[config.mk]
export PLATFORM = sky130hd
export DESIGN_NAME = ipbf_queue
export DESIGN_NICKNAME = d
export VERILOG_FILES = /design/src/sv/ipbf_pkg.sv /design/src/sv/ipbf_queue.sv
export SDC_FILE = /design/constraint.sdc
export NUM_CORES = 1
export LEC_CHECK = 0
export BUFFER_PORTS_ARGS = -buffer_cell sky130_fd_sc_hd__clkbuf_2
export CAP_MARGIN = 20
export CORE_MARGIN = 4
export CORE_UTILIZATION = 45
export DETAILED_ROUTE_END_ITERATION = 6
export GPL_ROUTABILITY_DRIVEN = 0
export PLACE_DENSITY = 0.72
export SLEW_MARGIN = 20
export SYNTH_ARGS = -nofsm -noshare
export SYNTH_HDL_FRONTEND = slang
export SYNTH_SLANG_ARGS = --single-unit
[constraint.sdc]
create_clock -name clk -period 2.9 [get_ports clk]
set_clock_uncertainty 0.1 [all_clocks]
set_input_delay 0.435 -clock clk [delete_from_list [all_inputs] [get_ports clk]]
set_output_delay 0.435 -clock clk [all_outputs]
set_load 0.03 [all_outputs]
[src/sv/ipbf_pkg.sv]
`timescale 1ns / 1ps
package ipbf_pkg;

    localparam int BLOCK_ENTRIES = 4096;
    localparam int BLK_AW        = $clog2(BLOCK_ENTRIES);
    localparam int PORT_AW       = 16;

    localparam logic [2:0] FUNC_FRAME    = 3'd0;
    localparam logic [2:0] FUNC_BLK_ADD  = 3'd1;
    localparam logic [2:0] FUNC_BLK_DEL  = 3'd2;
    localparam logic [2:0] FUNC_PORT_SET = 3'd3;
    localparam logic [2:0] FUNC_PORT_CLR = 3'd4;

    localparam logic [1:0] PORT_NONE  = 2'd0;
    localparam logic [1:0] PORT_TCP   = 2'd1;
    localparam logic [1:0] PORT_UDP   = 2'd2;
    localparam logic [1:0] PORT_OTHER = 2'd3;

    localparam logic [7:0] PROTO_TCP = 8'd6;
    localparam logic [7:0] PROTO_UDP = 8'd17;

    localparam logic KIND_VERDICT = 1'b0;
    localparam logic KIND_ACK     = 1'b1;

    localparam logic [1:0] CAUSE_NONE    = 2'd0;
    localparam logic [1:0] CAUSE_BLOCKED = 2'd1;
    localparam logic [1:0] CAUSE_PORT    = 2'd2;

    localparam logic [1:0] STAT_DONE      = 2'd0;
    localparam logic [1:0] STAT_FULL      = 2'd1;
    localparam logic [1:0] STAT_NOT_FOUND = 2'd2;

    // One unit of work for the back end: a finished frame or a table update.
    typedef struct packed {
        logic [2:0]  func;
        logic        blk_chk;   // frame needs the blocklist lookup
        logic        l4_chk;    // frame needs the port lookup if not blocked
        logic [1:0]  want;      // port code the frame must find
        logic [31:0] addr;
        logic [15:0] port;
        logic [7:0]  proto;
    } job_t;

endpackage

[src/sv/ipbf_queue.sv]
`timescale 1ns / 1ps
module ipbf_queue (
    input  logic           clk,
    input  logic           rst_n,
    input  logic           push,
    input  ipbf_pkg::job_t job_in,
    output logic           full,
    input  logic           pop,
    output ipbf_pkg::job_t job_out,
    output logic           empty
);
    import ipbf_pkg::*;

    job_t       slot_reg [2];
    logic       wr_ptr_reg, wr_ptr_next;
    logic       rd_ptr_reg, rd_ptr_next;
    logic [1:0] cnt_reg, cnt_next;
    logic       do_push;
    logic       do_pop;

    assign full    = (cnt_reg == 2'd2);
    assign empty   = (cnt_reg == 2'd0);
    assign do_push = push && !full;
    assign do_pop  = pop && !empty;
    assign job_out = slot_reg[rd_ptr_reg];

    always_comb
    begin
        wr_ptr_next = wr_ptr_reg ^ do_push;
        rd_ptr_next = rd_ptr_reg ^ do_pop;
        cnt_next    = cnt_reg + {1'b0, do_push} - {1'b0, do_pop};
    end

    always_ff @(posedge clk)
    begin
        if (do_push)
        begin
            slot_reg[wr_ptr_reg] <= job_in;
        end
    end

    always_ff @(posedge clk or negedge rst_n)
    begin
        if (!rst_n)
        begin
            wr_ptr_reg <= 1'b0;
            rd_ptr_reg <= 1'b0;
            cnt_reg    <= '0;
        end
        else
        begin
            wr_ptr_reg <= wr_ptr_next;
            rd_ptr_reg <= rd_ptr_next;
            cnt_reg    <= cnt_next;
        end
    end

    a_no_overflow: assert property (@(posedge clk) disable iff (!rst_n)
        cnt_reg != 2'd3)
        else $error("queue count out of range");
    a_push_full: assert property (@(posedge clk) disable iff (!rst_n)
        full && !pop |=> full)
        else $error("full queue lost an entry");
    a_pop_empty: assert property (@(posedge clk) disable iff (!rst_n)
        empty && !push |=> empty)
        else $error("empty queue gained an entry");

endmodule

# Yosys cells after proc, flatten, opt, wreduce, memory -nomap -nowiden
# Memories as Yosys holds them, arrays and structs flattened.
# Cells that the tools add are included.
# word_totals
reg_bits	4
latchBits	0
mem_bits_rw	126
romBits	0
out_inout_bits	65
elab_cells	16
memories	1
# op_classes
add_sub_neg	2
multipliers	0
div	0
n_lt_le_gt_ge	0
n_eq_ne	1
shifts	0
muxes	2
bitwise	2
reduce_logical	5
# mem_list
memory	words	width	rd	rd_ports_with_merged_regs	wr	line	text
slot_reg	2	63	1	0	1	ipbf_queue.sv:14	job_t slot_reg [2];
# op_table
op	n
2-bit by 1-bit adder with 2-bit output	1
2-bit equality test (second input constant)	1
1-bit logical AND	2
1-bit logical NOT	2
2-bit logical NOT	1
1-bit two-way mux	2
2-bit by 1-bit subtractor with 2-bit output	1
1-bit bitwise XOR	2

# Longest topological paths before layout
# depth
ltp_word	5
mapped_depth	7
mapped_depth_nobuf	7

# Worst setup path before layout
# No wires, ideal clock.
# synth_timing
path_kind	register -> register
start	register cnt_reg[1]
end	memory slot_reg[1][0] (netlist bit), enable pin
arrival_time_ns	2.180
path_slack_ns	0.192
stages_incl_launch_ff	4
n_path_buf	0
cell_sequence	dfrtp_1 > nand2b_1 > and2_1 > ha_1
# synth_between
elab_chain_cells	5
# synth_rtl
item	line	text
from (decl)	ipbf_queue.sv:17	logic [1:0] cnt_reg, cnt_next;
from (signal assigned)	ipbf_queue.sv:54	cnt_reg <= cnt_next;
2-bit equality test	ipbf_queue.sv:21	assign full = (cnt_reg == 2'd2);
1-bit logical NOT	ipbf_queue.sv:23	assign do_push = push && !full;
1-bit logical AND	ipbf_queue.sv:23	
1-bit two-way mux	ipbf_queue.sv:36	if (do_push)
1-bit two-way mux (implied by the code)	ipbf_queue.sv:38	slot_reg[wr_ptr_reg] <= job_in;
to (decl)	ipbf_queue.sv:14	
# Every way passes these cells.

==> results.toml <==
[logic_synthesis]
yosysUniqueCellTypes = 15
seq_area_frac_synth = 0.7668
yosys.area_share.adder = 0.009881
synth_cells = 216
synth_top_area_cell = "edfxtp_1"
synth.area.mux_share = 0.1838
synth-simple-area-share = 0.003953
synth_top_family_by_area = "multiplexers"
synth_area_sq_mm = 0.005065
synth_top_area_frac = 0.7470
ys_ff_latch = 130
avgSynthCellArea_sq_um = 23.45
synth_xor_area_frac = 0.005188
synth_compound_area_frac = 0.001482
synth_fp_nets = 287
ys_warn_count = 0
yosys-top-cells-area = "edfxtp_1 (75%), mux2_4 (17%), buf_12 (2.4%)"

[grt]
met2_usage = 0.2065
antenna_found_initial = 0
grt_use_met1 = 0.1601
overflow = 0
grt_pass1_wl_mm = 12.68
grtUsageMet3 = 0.06025
busiest_layer = "met2"
first_global_vias = 2509
track_usage = 0.1326
grt_start_max_net_pins = 64

[clocking]
holdBufCountCts = 1
clk_latency_ns = 0.40
postCtsSetupRepairBufs = 0
cts_root_buf = "clkbuf_16"
cts_htree_levels = 4
path_clk_slew_ns = 0.05
cts_tree = "done"
cts_buffers = 17
clockBufferDepth = 2
cts_resized = 0
cts.sinks = 130

[drt]
drc = 0
wirelength_mm = 8.291
drt_pass1_iterations = 4
avgViaCountPerCell = 4.714
drt_iter0_drc = 82
avgRoutedWirePerCell_um = 16.01
num_vias = 2442
drtAntennaViolNets = 0

[pwr]
power_density_mw_per_mm2 = 1129
power.total_mw = 7.205
peakVddDrop_v = 0.0005032
p_leak_nw = 2.620

[setup_path]
crit_type = "reg2out"
crit_path_start_kind = "flop"
required_ns = 2.37
arrival_ns = 1.92
cp-end-kind = "primary output"
cp_max_fo = 28

[floorplanning]
start_util = 0.4632
rows = 38
die_w_um = 114.1
dieHeight_um = 114.1
core-area_sq_mm = 0.01094
io_pins = 132
die-area_sq_mm = 0.01302

[finish]
final_cell_mix = "clkbuf_2 (131), edfxtp_1 (126), mux2_4 (59)"
final_util = 0.5838
final_nets = 436
largest_reg_flops = 126
drive_above_1_share = 0.6058
synthToLayoutAreaGrowth_pct = 26.04
antennaDiodeCount = 0
layout_commonest_cell = "clkbuf_2"

[timing]
fmax_mhz = 407.5
finalHoldViolCount = 0
drv_slew = 0
finalSetupTns_ns = 0
maxSlewHeadroom = 0.7375
min_period_ns = 2.454
worst_pin_slew_ns = 0.3937
setup_viol = 0
finalCritPeriodShare = 0.8462
rsz0062_at_grt = "no"

[flow_run]
maxCapViolCount = 0

[hold_path]
hp-class = "in2reg"

[placed_design]
dpl.hpwl_mm = 5.513
io_buffers = 131

[status]
status = "finished, final reports clean"
==> synth_stat cells <==
master and instances:
mux2_4 59, inv_1 4, o21a_1 1, ha_1 4, dfrtp_1 4, buf_12 6
and2_1 1, nor2_1 1, nand2_1 1, nand2b_1 1, mux2_2 4, buf_6 1
xor2_1 1, edfxtp_1 126, xnor2_1 2
==> area by class of cell <==
class                           instances  area [sq um]
Inverter                                4         15.01
Sequential cell                       130          3887
Fill cell                             849          4552
Clock inverter                         12         68.82
Multi-Input combinational cell         75          1060
Tap cell                              140         175.2
Timing Repair Buffer                  137         740.7
Clock buffer                           20         436.7
==> worst max-delay path: stages, from the launching register on <==
cell,delay [ns]
dfrtp_4,0.67
buf_12,0.28
mux2_2,0.36
clkbuf_2,0.18
==> cells by family after synthesis <==
kind of cell / count (synthesis)
buf+inv: 11
simple gates: 4
xor+xnor: 3
flops: 130
compound gates: 1
fa+ha+maj: 4
mux: 63
==> through the flow <==
step           setup WS (ns)  hold slack, ns  area, sq um  instances
6_report              0.4459          0.1179         6384        518
5_1_grt               0.3422          0.1007         6384        518
4_1_cts               0.3996         0.09751         6384        518
3_5_place_dp          0.8489          0.1577         5868        485
3_3_place_gp          0.8455          0.1516         5868        485
2_1_floorplan         0.1921         0.03941         5065        216
==> per-layer routing <==
metal  vias to the layer above  share of wire  wire length [um]
li1                       1152              -                 -
met1                      1198           0.41              3401
met2                        83           0.49              4100
met3                         9          0.085               702
met4                         0          0.010                86
met5                         -              0                 0
==> path summary, 6_finish.rpt <==
kind	to	slack, ns	cells past startpoint	start
worst max-delay path	job_out[0]	0.45	3	rd_ptr_reg
worst min-delay path	slot_reg[1][45]	0.12	1	job_in[45]
worst max register to register	slot_reg[0][56]	1.01	4	cnt_reg[0]
worst min register to register	cnt_reg[1]	0.43	1	cnt_reg[1]
max in group asynchronous	rd_ptr_reg	2.27	2	rst_n
min in group asynchronous	cnt_reg[1]	0.28	2	rst_n
==> power breakdown <==
part	internal, mW	total (mW)	switching (mW)
sequential	2.58	2.76	0.187
clock	1.07	1.78	0.704
combinational	1.08	2.66	1.59
No activity file was read; power rests on OpenSTA's default activity.
