==> src/sv/ipbf_pkg.sv <==
`timescale 1ns / 1ps
package ipbf_pkg;

    localparam int BLOCK_ENTRIES = 4096;
    localparam int BLK_AW        = $clog2(BLOCK_ENTRIES);
    localparam int PORT_AW       = 16;

    localparam logic [2:0] FUNC_FRAME    = 3'd0;
    localparam logic [2:0] FUNC_BLK_ADD  = 3'd1;
    localparam logic [2:0] FUNC_BLK_DEL  = 3'd2;
    localparam logic [2:0] FUNC_PORT_SET = 3'd3;
    localparam logic [2:0] FUNC_PORT_CLR = 3'd4;

    localparam logic [1:0] PORT_NONE  = 2'd0;
    localparam logic [1:0] PORT_TCP   = 2'd1;
    localparam logic [1:0] PORT_UDP   = 2'd2;
    localparam logic [1:0] PORT_OTHER = 2'd3;

    localparam logic [7:0] PROTO_TCP = 8'd6;
    localparam logic [7:0] PROTO_UDP = 8'd17;

    localparam logic KIND_VERDICT = 1'b0;
    localparam logic KIND_ACK     = 1'b1;

    localparam logic [1:0] CAUSE_NONE    = 2'd0;
    localparam logic [1:0] CAUSE_BLOCKED = 2'd1;
    localparam logic [1:0] CAUSE_PORT    = 2'd2;

    localparam logic [1:0] STAT_DONE      = 2'd0;
    localparam logic [1:0] STAT_FULL      = 2'd1;
    localparam logic [1:0] STAT_NOT_FOUND = 2'd2;

    // One unit of work for the back end: a finished frame or a table update.
    typedef struct packed {
        logic [2:0]  func;
        logic        blk_chk;   // frame needs the blocklist lookup
        logic        l4_chk;    // frame needs the port lookup if not blocked
        logic [1:0]  want;      // port code the frame must find
        logic [31:0] addr;
        logic [15:0] port;
        logic [7:0]  proto;
    } job_t;

endpackage

==> src/sv/ipbf_front.sv <==
`timescale 1ns / 1ps
module ipbf_front (
    input  logic               clk,
    input  logic               rst_n,
    input  logic               init_done,
    input  logic               in_valid,
    output logic               in_stall,
    input  logic [2:0]         func,
    input  logic [7:0]         frame_byte,
    input  logic               frame_last,
    input  logic [31:0]        ip_address,
    input  logic [15:0]        port_number,
    input  logic [7:0]         protocol_number,
    output logic               q_push,
    output ipbf_pkg::job_t     q_job,
    input  logic               q_full
);
    import ipbf_pkg::*;

    logic [5:0]  pos_reg, pos_next;
    logic        ipv4_reg, ipv4_next;
    logic [7:0]  proto_reg, proto_next;
    logic [31:0] src_reg, src_next;
    logic [15:0] dport_reg, dport_next;

    logic        accept;
    logic        is_frame;
    logic        is_update;
    logic        c_ipv4;
    logic [7:0]  c_proto;
    logic [31:0] c_src;
    logic [15:0] c_dport;
    logic [6:0]  len;
    logic        tcp;
    logic        udp;
    logic        blk_chk;

    assign in_stall  = !init_done || q_full;
    assign accept    = in_valid && !in_stall;
    assign is_frame  = (func == FUNC_FRAME);
    assign is_update = (func == FUNC_BLK_ADD) || (func == FUNC_BLK_DEL) ||
                       (func == FUNC_PORT_SET) || (func == FUNC_PORT_CLR);

    // header capture including the present byte
    always_comb
    begin
        c_ipv4  = ipv4_reg;
        c_proto = proto_reg;
        c_src   = src_reg;
        c_dport = dport_reg;
        if (pos_reg == 6'd12)
        begin
            c_ipv4 = (frame_byte == 8'h08);
        end
        else if (pos_reg == 6'd13)
        begin
            c_ipv4 = ipv4_reg && (frame_byte == 8'h00);
        end
        else if (pos_reg == 6'd23)
        begin
            c_proto = frame_byte;
        end
        else if (pos_reg >= 6'd26 && pos_reg <= 6'd29)
        begin
            c_src = {src_reg[23:0], frame_byte};
        end
        else if (pos_reg == 6'd36 || pos_reg == 6'd37)
        begin
            c_dport = {dport_reg[7:0], frame_byte};
        end
    end

    assign len     = {1'b0, pos_reg} + 7'd1;
    assign tcp     = (c_proto == PROTO_TCP);
    assign udp     = (c_proto == PROTO_UDP);
    assign blk_chk = (len >= 7'd34) && c_ipv4;

    always_comb
    begin
        pos_next   = pos_reg;
        ipv4_next  = ipv4_reg;
        proto_next = proto_reg;
        src_next   = src_reg;
        dport_next = dport_reg;
        if (accept && is_frame)
        begin
            if (frame_last)
            begin
                pos_next   = '0;
                ipv4_next  = 1'b0;
                proto_next = '0;
                src_next   = '0;
                dport_next = '0;
            end
            else
            begin
                if (pos_reg != 6'd63)
                begin
                    pos_next = pos_reg + 6'd1;
                end
                ipv4_next  = c_ipv4;
                proto_next = c_proto;
                src_next   = c_src;
                dport_next = c_dport;
            end
        end
    end

    always_ff @(posedge clk or negedge rst_n)
    begin
        if (!rst_n)
        begin
            pos_reg   <= '0;
            ipv4_reg  <= 1'b0;
            proto_reg <= '0;
            src_reg   <= '0;
            dport_reg <= '0;
        end
        else
        begin
            pos_reg   <= pos_next;
            ipv4_reg  <= ipv4_next;
            proto_reg <= proto_next;
            src_reg   <= src_next;
            dport_reg <= dport_next;
        end
    end

    assign q_push = accept && ((is_frame && frame_last) || is_update);

    always_comb
    begin
        q_job.func = func;
        if (is_frame)
        begin
            q_job.blk_chk = blk_chk;
            q_job.l4_chk  = blk_chk && ((tcp && len >= 7'd54) || (udp && len >= 7'd42));
            q_job.want    = tcp ? PORT_TCP : PORT_UDP;
            q_job.addr    = c_src;
            q_job.port    = c_dport;
            q_job.proto   = c_proto;
        end
        else
        begin
            q_job.blk_chk = 1'b0;
            q_job.l4_chk  = 1'b0;
            q_job.want    = PORT_NONE;
            q_job.addr    = ip_address;
            q_job.port    = port_number;
            q_job.proto   = protocol_number;
        end
    end

endmodule

==> config.mk <==
export PLATFORM = sky130hd
export DESIGN_NAME = ipbf_front
export DESIGN_NICKNAME = d
export VERILOG_FILES = /design/src/sv/ipbf_pkg.sv /design/src/sv/ipbf_front.sv
export SDC_FILE = /design/constraint.sdc
export NUM_CORES = 1
export LEC_CHECK = 0
export BUFFER_PORTS_ARGS = -buffer_cell sky130_fd_sc_hd__buf_4
export CAP_MARGIN = 15
export CORE_MARGIN = 3
export CORE_UTILIZATION = 56
export DETAILED_ROUTE_END_ITERATION = 16
export PLACE_DENSITY = 0.95
export REMOVE_ABC_BUFFERS = 1
export SYNTH_ARGS = -nofsm -noshare
export SYNTH_HDL_FRONTEND = slang
export SYNTH_SLANG_ARGS = --single-unit
==> constraint.sdc <==
create_clock -name clk -period 5.4 [get_ports clk]
set_input_delay 0.27 -clock clk [delete_from_list [all_inputs] [get_ports clk]]
set_output_delay 0.27 -clock clk [all_outputs]
set_load 0.005 [all_outputs]
# ---- Word-level counts from Yosys, hierarchy flattened
# Cells that the tools add are included.
# Widths: inputs -> output; s select.
dict set report totals {
  word_cells 70
  output_inout_bits 65
  reg_bits 63
  inputBits 73
}
dict set report op_classes {
  addsub 2
  eq_ne 13
  n_lt_le_gt_ge 5
  n_reduce_logical 23
  n_mux 22
}
# cell n
set op_table {}
lappend op_table {{$mux 32} 5}
lappend op_table {{$mux 16} 6}
lappend op_table {{$mux 60} 1}
lappend op_table {{$mux 8} 4}
lappend op_table {{$ge 7x6->1 const B} 3}
lappend op_table {{$eq 6x4->1 const B} 2}
lappend op_table {{$eq 6x6->1 const B} 2}
lappend op_table {{$mux 6} 2}
lappend op_table {{$logic_and 1x1->1} 10}
lappend op_table {{$eq 8x3->1 const B} 1}
lappend op_table {{$eq 8x4->1 const B} 1}
lappend op_table {{$eq 8x5->1 const B} 1}
lappend op_table {{$logic_not 8->1} 1}
lappend op_table {{$add 6x1->7 const B} 1}
lappend op_table {{$logic_or 1x1->1} 7}
lappend op_table {{$add 6x1->6 const B} 1}
lappend op_table {{$eq 3x2->1 const B} 2}
lappend op_table {{$eq 6x5->1 const B} 1}
lappend op_table {{$ge 6x5->1 const B} 1}
lappend op_table {{$le 6x5->1 const B} 1}
lappend op_table {{$ne 6x6->1 const B} 1}
lappend op_table {{$eq 3x1->1 const B} 1}
lappend op_table {{$eq 3x3->1 const B} 1}
lappend op_table {{$logic_not 3->1} 1}
lappend op_table {{other kinds (5)} 8}

# ---- Depth between registers and ports, before layout
# Gate-level depths: netlist of run 1.
dict set report logic_depth {
  word_depth 9
  mapped_depth 8
  depth_no_buf 7
}

# ---- Worst setup path after synthesis of run 1
# Ideal clock, no wire load.
dict set report synth_path {
  kind {register to output}
  startpoint {register pos_reg[1]}
  endpoint {output port q_job[30] (netlist name)}
  path_slack_ns 3.325
  arrival_ns 1.805
  stages_incl_launch_ff 9
  t_required_ns 5.130
  path_buffers 2
  cell_sequence {dfrtp_1 inv_1 ha_1 or3b_1 and4_1 clkbuf_1 buf_2 nand2_1 a31oi_1}
}
# element line
set synth_rtl {}
lappend synth_rtl {{from (decl)} ipbf_front.sv:20} ;# logic [5:0] pos_reg, pos_next;
lappend synth_rtl {{from (signal assigned)} ipbf_front.sv:121} ;# pos_reg <= pos_next;
lappend synth_rtl {{to (decl)} ipbf_front.sv:15} ;# output ipbf_pkg::job_t q_job,

==> flow_summary.toml, run 1 <==
[outcome]
status = "finished, final reports clean"

[synth]
synth_area_leaders = "dfrtp_1 35%, nand2_1 11%, mux2i_1 5.8%, nor2_1 5.6%, a21boi_0 5.4%"
synth_cells = 587
synth_warnings = 0
synth_cell_types = 53
synth_top_flop_cell = "dfrtp_1"
synth_edf_count = 0
syn_area_per_cell_um2 = 7.59
synthesis.area_mm2 = 0.00445
synth.top_cell.area_share = 0.354
synth-seq-cells = 63
yosysSeqAreaShare = 0.354
synth.largest_area_cell = "dfrtp_1"
async_flop_share = 1.00
synth_common_cells = "131 x nand2_1, 66 x nor2_1, 63 x dfrtp_1"
synth.most_common_cell = "nand2_1"

[global_routing]
antenna_found_initial = 0
grt_max_degree = 76
grt_pass1_wl_um = 19900
grt_usage = 0.275
grt_pass1_vias = 4208
grt.overflow.total = 0

[clock_tree]
cts_buffer_depth = 2
cts_tree = "done"
cts_htree_levels = 3
worstSkewPairLatency_ps = 340
cts.sinks = 63
cts_buffers = 9
cts-resized-gates = 0
hold_buffers = 0
root_buffer = "clkbuf_8"
post_cts_buffers = 0
clk_pin_slew_ps = 70

[sta]
setup_ws_ps = 1910
fin_crit_sh = 0.646
setup_viol = 0
slew_headroom = 0.263
report.final.slew_viol_count = 0
worst_pin_slew_ps = 1110
timing.fmax_ghz = 0.286
min_period_ps = 3490
hold_viol_final = 0
tns_ps = 0
rsz0062_at_grt = "no"
finClkSkew_ps = 8.96

[critical_path]
cp-end-kind = "primary output"
path_class = "flip-flop to primary output"
critPathSlowestCell = "nand4b_1"
crit_chain = "and2b_1, nand4b_1, mux2i_1, nand3_1, a211oi_2, buf_4"
rr_worst_depth = 7
critPathBufInv = 1
r2r-start = "pos_reg[1]$_DFFE_PN0P_"
path_max_fanout = 19
reg2reg_slack_ps = 1960
required_ps = 5130
r2r-end = "src_reg[21]$_DFFE_PN0P_"
cp_top_family = "simple AND/OR/NAND/NOR gates"
crit_arrival_ps = 3220
setup.worst_path.start_class = "flip-flop"
cp_slowest_stage_delay_ps = 870

[power_and_ir_drop]
vdd_drop_max_uv = 130
p_leak_nw = 2.94
p_per_area_mw_per_mm2 = 214

[floorplanning]
dieWidth_um = 95.2
die_h_um = 95.2
core-area_mm2 = 0.00749
die-area_mm2 = 0.00906
rows = 31
io_pins = 138
initial_utilization = 0.595

[route]
wl_um = 12900
routedWlPerCell_um = 16.5
first_pass_iters = 7
postRouteAntennaNets = 0
first_iter_violations = 486
drc_errors = 0
drt-vias-per-instance = 6.17
vias = 4853

[final_layout]
areaGrowthSynthToFinish_pct = 26.4
n_antenna_cell = 0
fillers = 500
multiInputGateArea_mm2 = 0.00262
final_util = 0.752
regArea_mm2 = 0.00158
layout-drive-gt1-share = 0.250
largest_register_ffs = 32
fin_nets = 762

[placement]
routabilityCongestion = 0.922
pre_cts_ws_ps = 2050
dp_hpwl_um = 8490
io_buffers = 137

[job]
cap_viol_max_count = 0

[min_path]
hold_path.class = "input port to asynchronous set/reset pin"
-- routing by layer --
metal  wire (um)  global-route usage  vias to the layer above
met4         233              0.0877                        0
met2        6420               0.459                      298
met3        1120              0.0505                       35
li1            -                   -                     2254
met1        5160               0.362                     2266
met5           0                   0                        -
-- worst max-delay path by stage --
stage | to | from | cells after the start | slack (ps)
floorplan | src_reg[10]$_DFFE_PN0P_ | func[1] | 5 | -250
global placement | src_reg[12]$_DFFE_PN0P_ | pos_reg[1]$_DFFE_PN0P_ | 7 | 2300
detailed placement | src_reg[21]$_DFFE_PN0P_ | pos_reg[1]$_DFFE_PN0P_ | 7 | 2050
CTS | q_job[58] | pos_reg[5]$_DFFE_PN0P_ | 6 | 1970
global route | q_job[58] | pos_reg[0]$_DFFE_PN0P_ | 6 | 1690
finish | q_job[58] | pos_reg[5]$_DFFE_PN0P_ | 6 | 1910
-- cell usage in the layout, fill, tap and decap left out, drive strengths merged, types with 2 or more instances in the layout --
cell,Yosys,layout
buf,26,140
nand2,131,131
nor2,68,68
dfrtp,63,63
o21ai,63,63
a31oi,34,34
a21boi,33,33
a21oi,30,30
mux2i,26,26
a22oi,24,24
clkbuf,30,10
ha,7,7
nor3,6,6
nand4,5,5
inv,4,4
nand3,4,4
nor4,4,4
bufinv,0,3
and3,2,2
xor2,2,2
and4bb,2,2
nand2b,2,2
clkinv,0,2
or4,2,2
a41oi,2,2
-- worst register-to-register path: cells and delay by family, from the launching register on --
| kind | cells | cell delay, ps |
|---|---|---|
| and+or+nand+nor | 3 | 2000 |
| AOI/OAI and AO/OA | 2 | 450 |
| adders and majority gates | 1 | 250 |
| DFF | 1 | 490 |
| buffers and inverters | 1 | 170 |
-- where the power goes --
part           internal [mW]  leakage, nW  switching (mW)
sequential             0.480        0.577          0.0137
clock                  0.317        0.122           0.189
combinational          0.104         2.24           0.103
total                  0.901         2.94           0.305
-- per-stage QoR --
step,power [mW],hold slack [ps],std cells,cell area (um2)
after global routing,1.25,65.4,786,5630
after global placement,0.695,396,770,5380
after detailed placement,0.705,410,770,5380
final,1.21,15.3,786,5630
after CTS,1.20,35.9,786,5630
after floorplan,0.575,-25.6,531,4190
-- layout make-up --
cell class / count / share of cell area
clock buffers: 10 / 0.0245
clock inverters: 6 / 0.0191
inverters: 4 / 0.00267
multi-input cells: 464 / 0.465
flip-flops and latches: 63 / 0.280
well taps: 99 / 0.0220
repair buffers: 140 / 0.187
-- kinds of logic after synthesis --
family	after synthesis	synth area share
AO/OA/AOI/OAI	193	0.271
flip-flops	63	0.354
multiplexers	27	0.0610
adder cells (fa/ha/maj)	7	0.0197
XOR/XNOR	2	0.00393
AND/OR/NAND/NOR	235	0.229
buffers and inverters	60	0.0615
Power figures use the tool's default switching activity.
==> run 2, diff against run 1 <==
CORE_UTILIZATION = 52   (was 56)
PLACE_DENSITY = 0.92   (was 0.95)
clock period = 3.5 ns   (was 5.4 ns; I/O delays follow)
==> flow_summary.toml, run 2 (synthesized netlist as in run 1, its figures left out) <==
[outcome]
status = "finished, final reports clean"

[global_routing]
grt.overflow.total = 0
antenna_found_initial = 0
grt_pass1_vias = 4538
grt_max_degree = 64
grt_usage = 0.250
grt_pass1_wl_um = 20500

[sta]
report.final.slew_viol_count = 0
timing.fmax_ghz = 0.325
setup_viol = 0
min_period_ps = 3080
rsz0062_at_grt = "no"
worst_pin_slew_ps = 1100
finClkSkew_ps = 9.96
fin_crit_sh = 0.879
slew_headroom = 0.265
hold_viol_final = 0

[floorplanning]
die-area_mm2 = 0.00971
dieWidth_um = 98.5
die_h_um = 98.5
core-area_mm2 = 0.00826
rows = 33
io_pins = 138
initial_utilization = 0.539

[route]
first_pass_iters = 6
wl_um = 12300
routedWlPerCell_um = 15.4
vias = 4712
drc_errors = 0
first_iter_violations = 376
postRouteAntennaNets = 0
drt-vias-per-instance = 5.92

[final_layout]
areaGrowthSynthToFinish_pct = 26.4
mostFrequentLayoutCells = "143 x buf_4, 130 x nand2_1, 65 x nor2_1, 63 x dfrtp_1, 40 x o21ai_0"
layout-drive-gt1-share = 0.252
n_antenna_cell = 0
fin_cells = 796
fin_nets = 766
largest_register_ffs = 32
final_util = 0.682
final_common_cell = "buf_4"

[critical_path]
setup.worst_path.start_class = "flip-flop"
reg2reg_slack_ps = 910
path_class = "flip-flop to primary output"
required_ps = 3320
critPathLaunch = "pos_reg[1]$_DFFE_PN0P_"
crit_arrival_ps = 2900
r2r-start = "pos_reg[1]$_DFFE_PN0P_"
rr_worst_depth = 7
cp-end-kind = "primary output"
path_max_fanout = 32

[power_and_ir_drop]
power_frac_clock = 0.381
seqPwrFrac = 0.438
combPwrFrac = 0.181
p_per_area_mw_per_mm2 = 308
power_mw = 1.73
vdd_drop_max_uv = 231
p_int_mw = 1.29
p_leak_nw = 2.94
power_switching_mw = 0.448
netSwitchingFraction = 0.258

[clock_tree]
cts-resized-gates = 0
worstSkewPairLatency_ps = 330
clk_pin_slew_ps = 70
cts.sinks = 63
cts_tree = "done"
cts_htree_levels = 3
cts_buffers = 9
post_cts_buffers = 0
cts_buffer_depth = 2
root_buffer = "clkbuf_8"

[placement]
dp_hpwl_um = 8500
io_buffers = 137
routabilityCongestion = 0.947
dp.cells = 779

[min_path]
hold_path.class = "input port to flip-flop"
whs_path_depth = 3
min_from = "frame_byte[3]"

[job]
cap_viol_max_count = 0
[run 2: area by class of cell]
class | count | area [um2]
clock buffers | 13 | 169
clock inverters | 3 | 40.0
fillers | 678 | 2630
inverters | 4 | 15.0
multi-input cells | 464 | 2620
flip-flops and latches | 63 | 1580
well taps | 105 | 131
repair buffers | 144 | 1080
[run 2: worst max-delay path, stage by stage (launching register included)]
cell and delay [ps]:
dfrtp_1 480, inv_1 160, ha_1 260, or3b_1 170, and4_1 930, nand2_1 170
a31oi_1 240, buf_4 140
[run 2: path summary, 6_finish.rpt]
path                                      endpoint
setup / recovery                         q_job[47]
hold / removal              src_reg[3]$_DFFE_PN0P_
setup reg to reg           src_reg[10]$_DFFE_PN0P_
hold reg to reg            src_reg[29]$_DFFE_PN0P_
max in group asynchronous  src_reg[10]$_DFFE_PN0P_
min in group asynchronous  src_reg[14]$_DFFE_PN0P_
[run 2: stage by stage]
step | setup slack [ps] | instance area, um2 | hold WS [ps] | TNS, ps
after floorplan | -2060 | 4190 | -121 | -109850
after global placement | 928 | 5410 | 302 | 0
after detailed placement | 793 | 5410 | 312 | 0
after CTS | 417 | 5630 | 209 | 0
after global routing | 132 | 5630 | 258 | 0
final | 423 | 5630 | 231 | 0
[run 2: repair_timing]
action,in CTS,in global routing
setup endpoints to repair,0,0
endpoints found under the hold margin,63,0
hold buffers,1,0
[run 2: routing by layer]
layer	global-route usage	vias up	part of all wire
met3	0.0333	31	0.071
met5	0	-	0
met2	0.402	226	0.49
li1	-	2265	-
met4	0.103	0	0.024
met1	0.340	2190	0.42
[run 2: power by group through the flow]
| stage | clock network, mW | registers (mW) | logic (mW) |
|---|---|---|---|
| final | 0.660 | 0.760 | 0.314 |
| after global routing | 0.700 | 0.761 | 0.348 |
| after CTS | 0.665 | 0.759 | 0.316 |
| after detailed placement | 0 | 0.773 | 0.313 |
| after global placement | 0 | 0.771 | 0.303 |
| after floorplan | 0 | 0.768 | 0.119 |
==> run 3, diff against run 2 <==
SETUP_SLACK_MARGIN = 0.5   (was default)
==> flow_summary.toml, run 3 (synthesized netlist as in run 1, its figures left out) <==
[clock_tree]
worstSkewPairLatency_ps = 330
cts_htree_levels = 3
cts_buffers = 9
cts_buffer_depth = 2
cts_tree = "done"
root_buffer = "clkbuf_8"
clk_pin_slew_ps = 70
post_cts_buffers = 0
cts.sinks = 63

[critical_path]
setup.worst_path.start_class = "flip-flop"
path_max_fanout = 32
required_ps = 3320
path_class = "flip-flop to primary output"
crit_arrival_ps = 2650
cp-end-kind = "primary output"

[final_layout]
largest_register_ffs = 32
final_common_cell = "buf_4"
finalInstanceArea_mm2 = 0.00563
layout-drive-gt1-share = 0.253
mostFrequentLayoutCells = "143 x buf_4, 130 x nand2_1, 65 x nor2_1, 63 x dfrtp_1, 40 x o21ai_0"
areaGrowthSynthToFinish_pct = 26.5
n_antenna_cell = 0
fillers = 678
fin_nets = 766

[sta]
setup_viol = 0
min_period_ps = 2830
worst_pin_slew_ps = 1100
hold-worst-slack_ps = 227
finClkSkew_ps = 9.26
slew_headroom = 0.267
rsz0062_at_grt = "no"
timing.fmax_ghz = 0.354
tns_ps = 0
report.final.slew_viol_count = 0
hold_viol_final = 0
fin_crit_sh = 0.807

[global_routing]
grt_max_degree = 64
grt_usage = 0.250
grt_pass1_wl_um = 20500
grt_pass1_vias = 4537
grt.overflow.total = 0
antenna_found_initial = 0

[floorplanning]
io_pins = 138
rows = 33
initial_utilization = 0.539
core-area_mm2 = 0.00826
die-area_mm2 = 0.00971
dieWidth_um = 98.5
die_h_um = 98.5

[route]
routedWlPerCell_um = 15.4
first_pass_iters = 6
postRouteAntennaNets = 0
vias = 4704
drt-vias-per-instance = 5.91
first_iter_violations = 378
drc_errors = 0
wl_um = 12300

[outcome]
status = "finished, final reports clean"

[placement]
io_buffers = 137
dp_hpwl_um = 8500
routabilityCongestion = 0.947
place_area_mm2 = 0.00541

[min_path]
hold_path.class = "input port to flip-flop"

[power_and_ir_drop]
vdd_drop_max_uv = 232
p_leak_nw = 2.94
power_mw = 1.73
p_per_area_mw_per_mm2 = 307

[job]
cap_viol_max_count = 0
run 3: cell counts in the layout (fill, tap and decap cells not counted):
Identical to the previous run, type by type.
run 3: final timing paths:
| check | slack [ps] | to | cells after the start | startpoint |
|---|---|---|---|---|
| worst max-delay path | 670 | q_job[25] | 8 | pos_reg[1]$_DFFE_PN0P_ |
| worst min-delay path | 230 | src_reg[3]$_DFFE_PN0P_ | 3 | frame_byte[3] |
| worst max register to register | 910 | src_reg[10]$_DFFE_PN0P_ | 7 | pos_reg[1]$_DFFE_PN0P_ |
| worst min register to register | 490 | src_reg[29]$_DFFE_PN0P_ | 2 | src_reg[29]$_DFFE_PN0P_ |
| max in group asynchronous | 2490 | src_reg[18]$_DFFE_PN0P_ | 2 | rst_n |
| min in group asynchronous | 480 | src_reg[24]$_DFFE_PN0P_ | 2 | rst_n |
run 3: routing by layer:
layer / wire, um / GRT usage / vias up
met5: 0 / 0 / -
met4: 280 / 0.102 / 0
met3: 867 / 0.0333 / 30
met2: 5970 / 0.402 / 208
met1: 5150 / 0.341 / 2199
li1: - / - / 2267
run 3: through the flow:
stage,instances,setup slack [ps],utilization
CTS,796,682,0.682
detailed placement,779,793,0.655
floorplan,531,-2060,-
finish,796,674,0.682
global route,796,502,0.682
global placement,779,928,0.655
run 3: worst max-delay path, stage by stage, from the launching register on:
cell	delay [ps]
dfrtp_1	510
inv_1	150
ha_1	260
or3b_1	410
nand4_2	120
buf_4	340
nand2_1	160
a31oi_1	230
buf_4	140
run 3: where the power goes:
part	internal [mW]	switching (mW)
combinational	0.161	0.153
clock	0.386	0.272
sequential	0.740	0.0195
total	1.29	0.445
run 3: what timing repair did:
item,4_1_cts,5_1_grt
hold buffers,1,0
gates resized for setup,1,0
endpoints found under the setup margin,5,0
hold endpoints to repair,63,0
run 3: area by class of cell:
type,instances,area [um2],share of cell area
clock buffers,13,169,0.0300
inverters,4,15.0,0.00267
repair buffers,144,1080,0.192
multi-input cells,464,2620,0.465
flip-flops and latches,63,1580,0.280
well taps,105,131,0.0233
clock inverters,3,40.0,0.00711
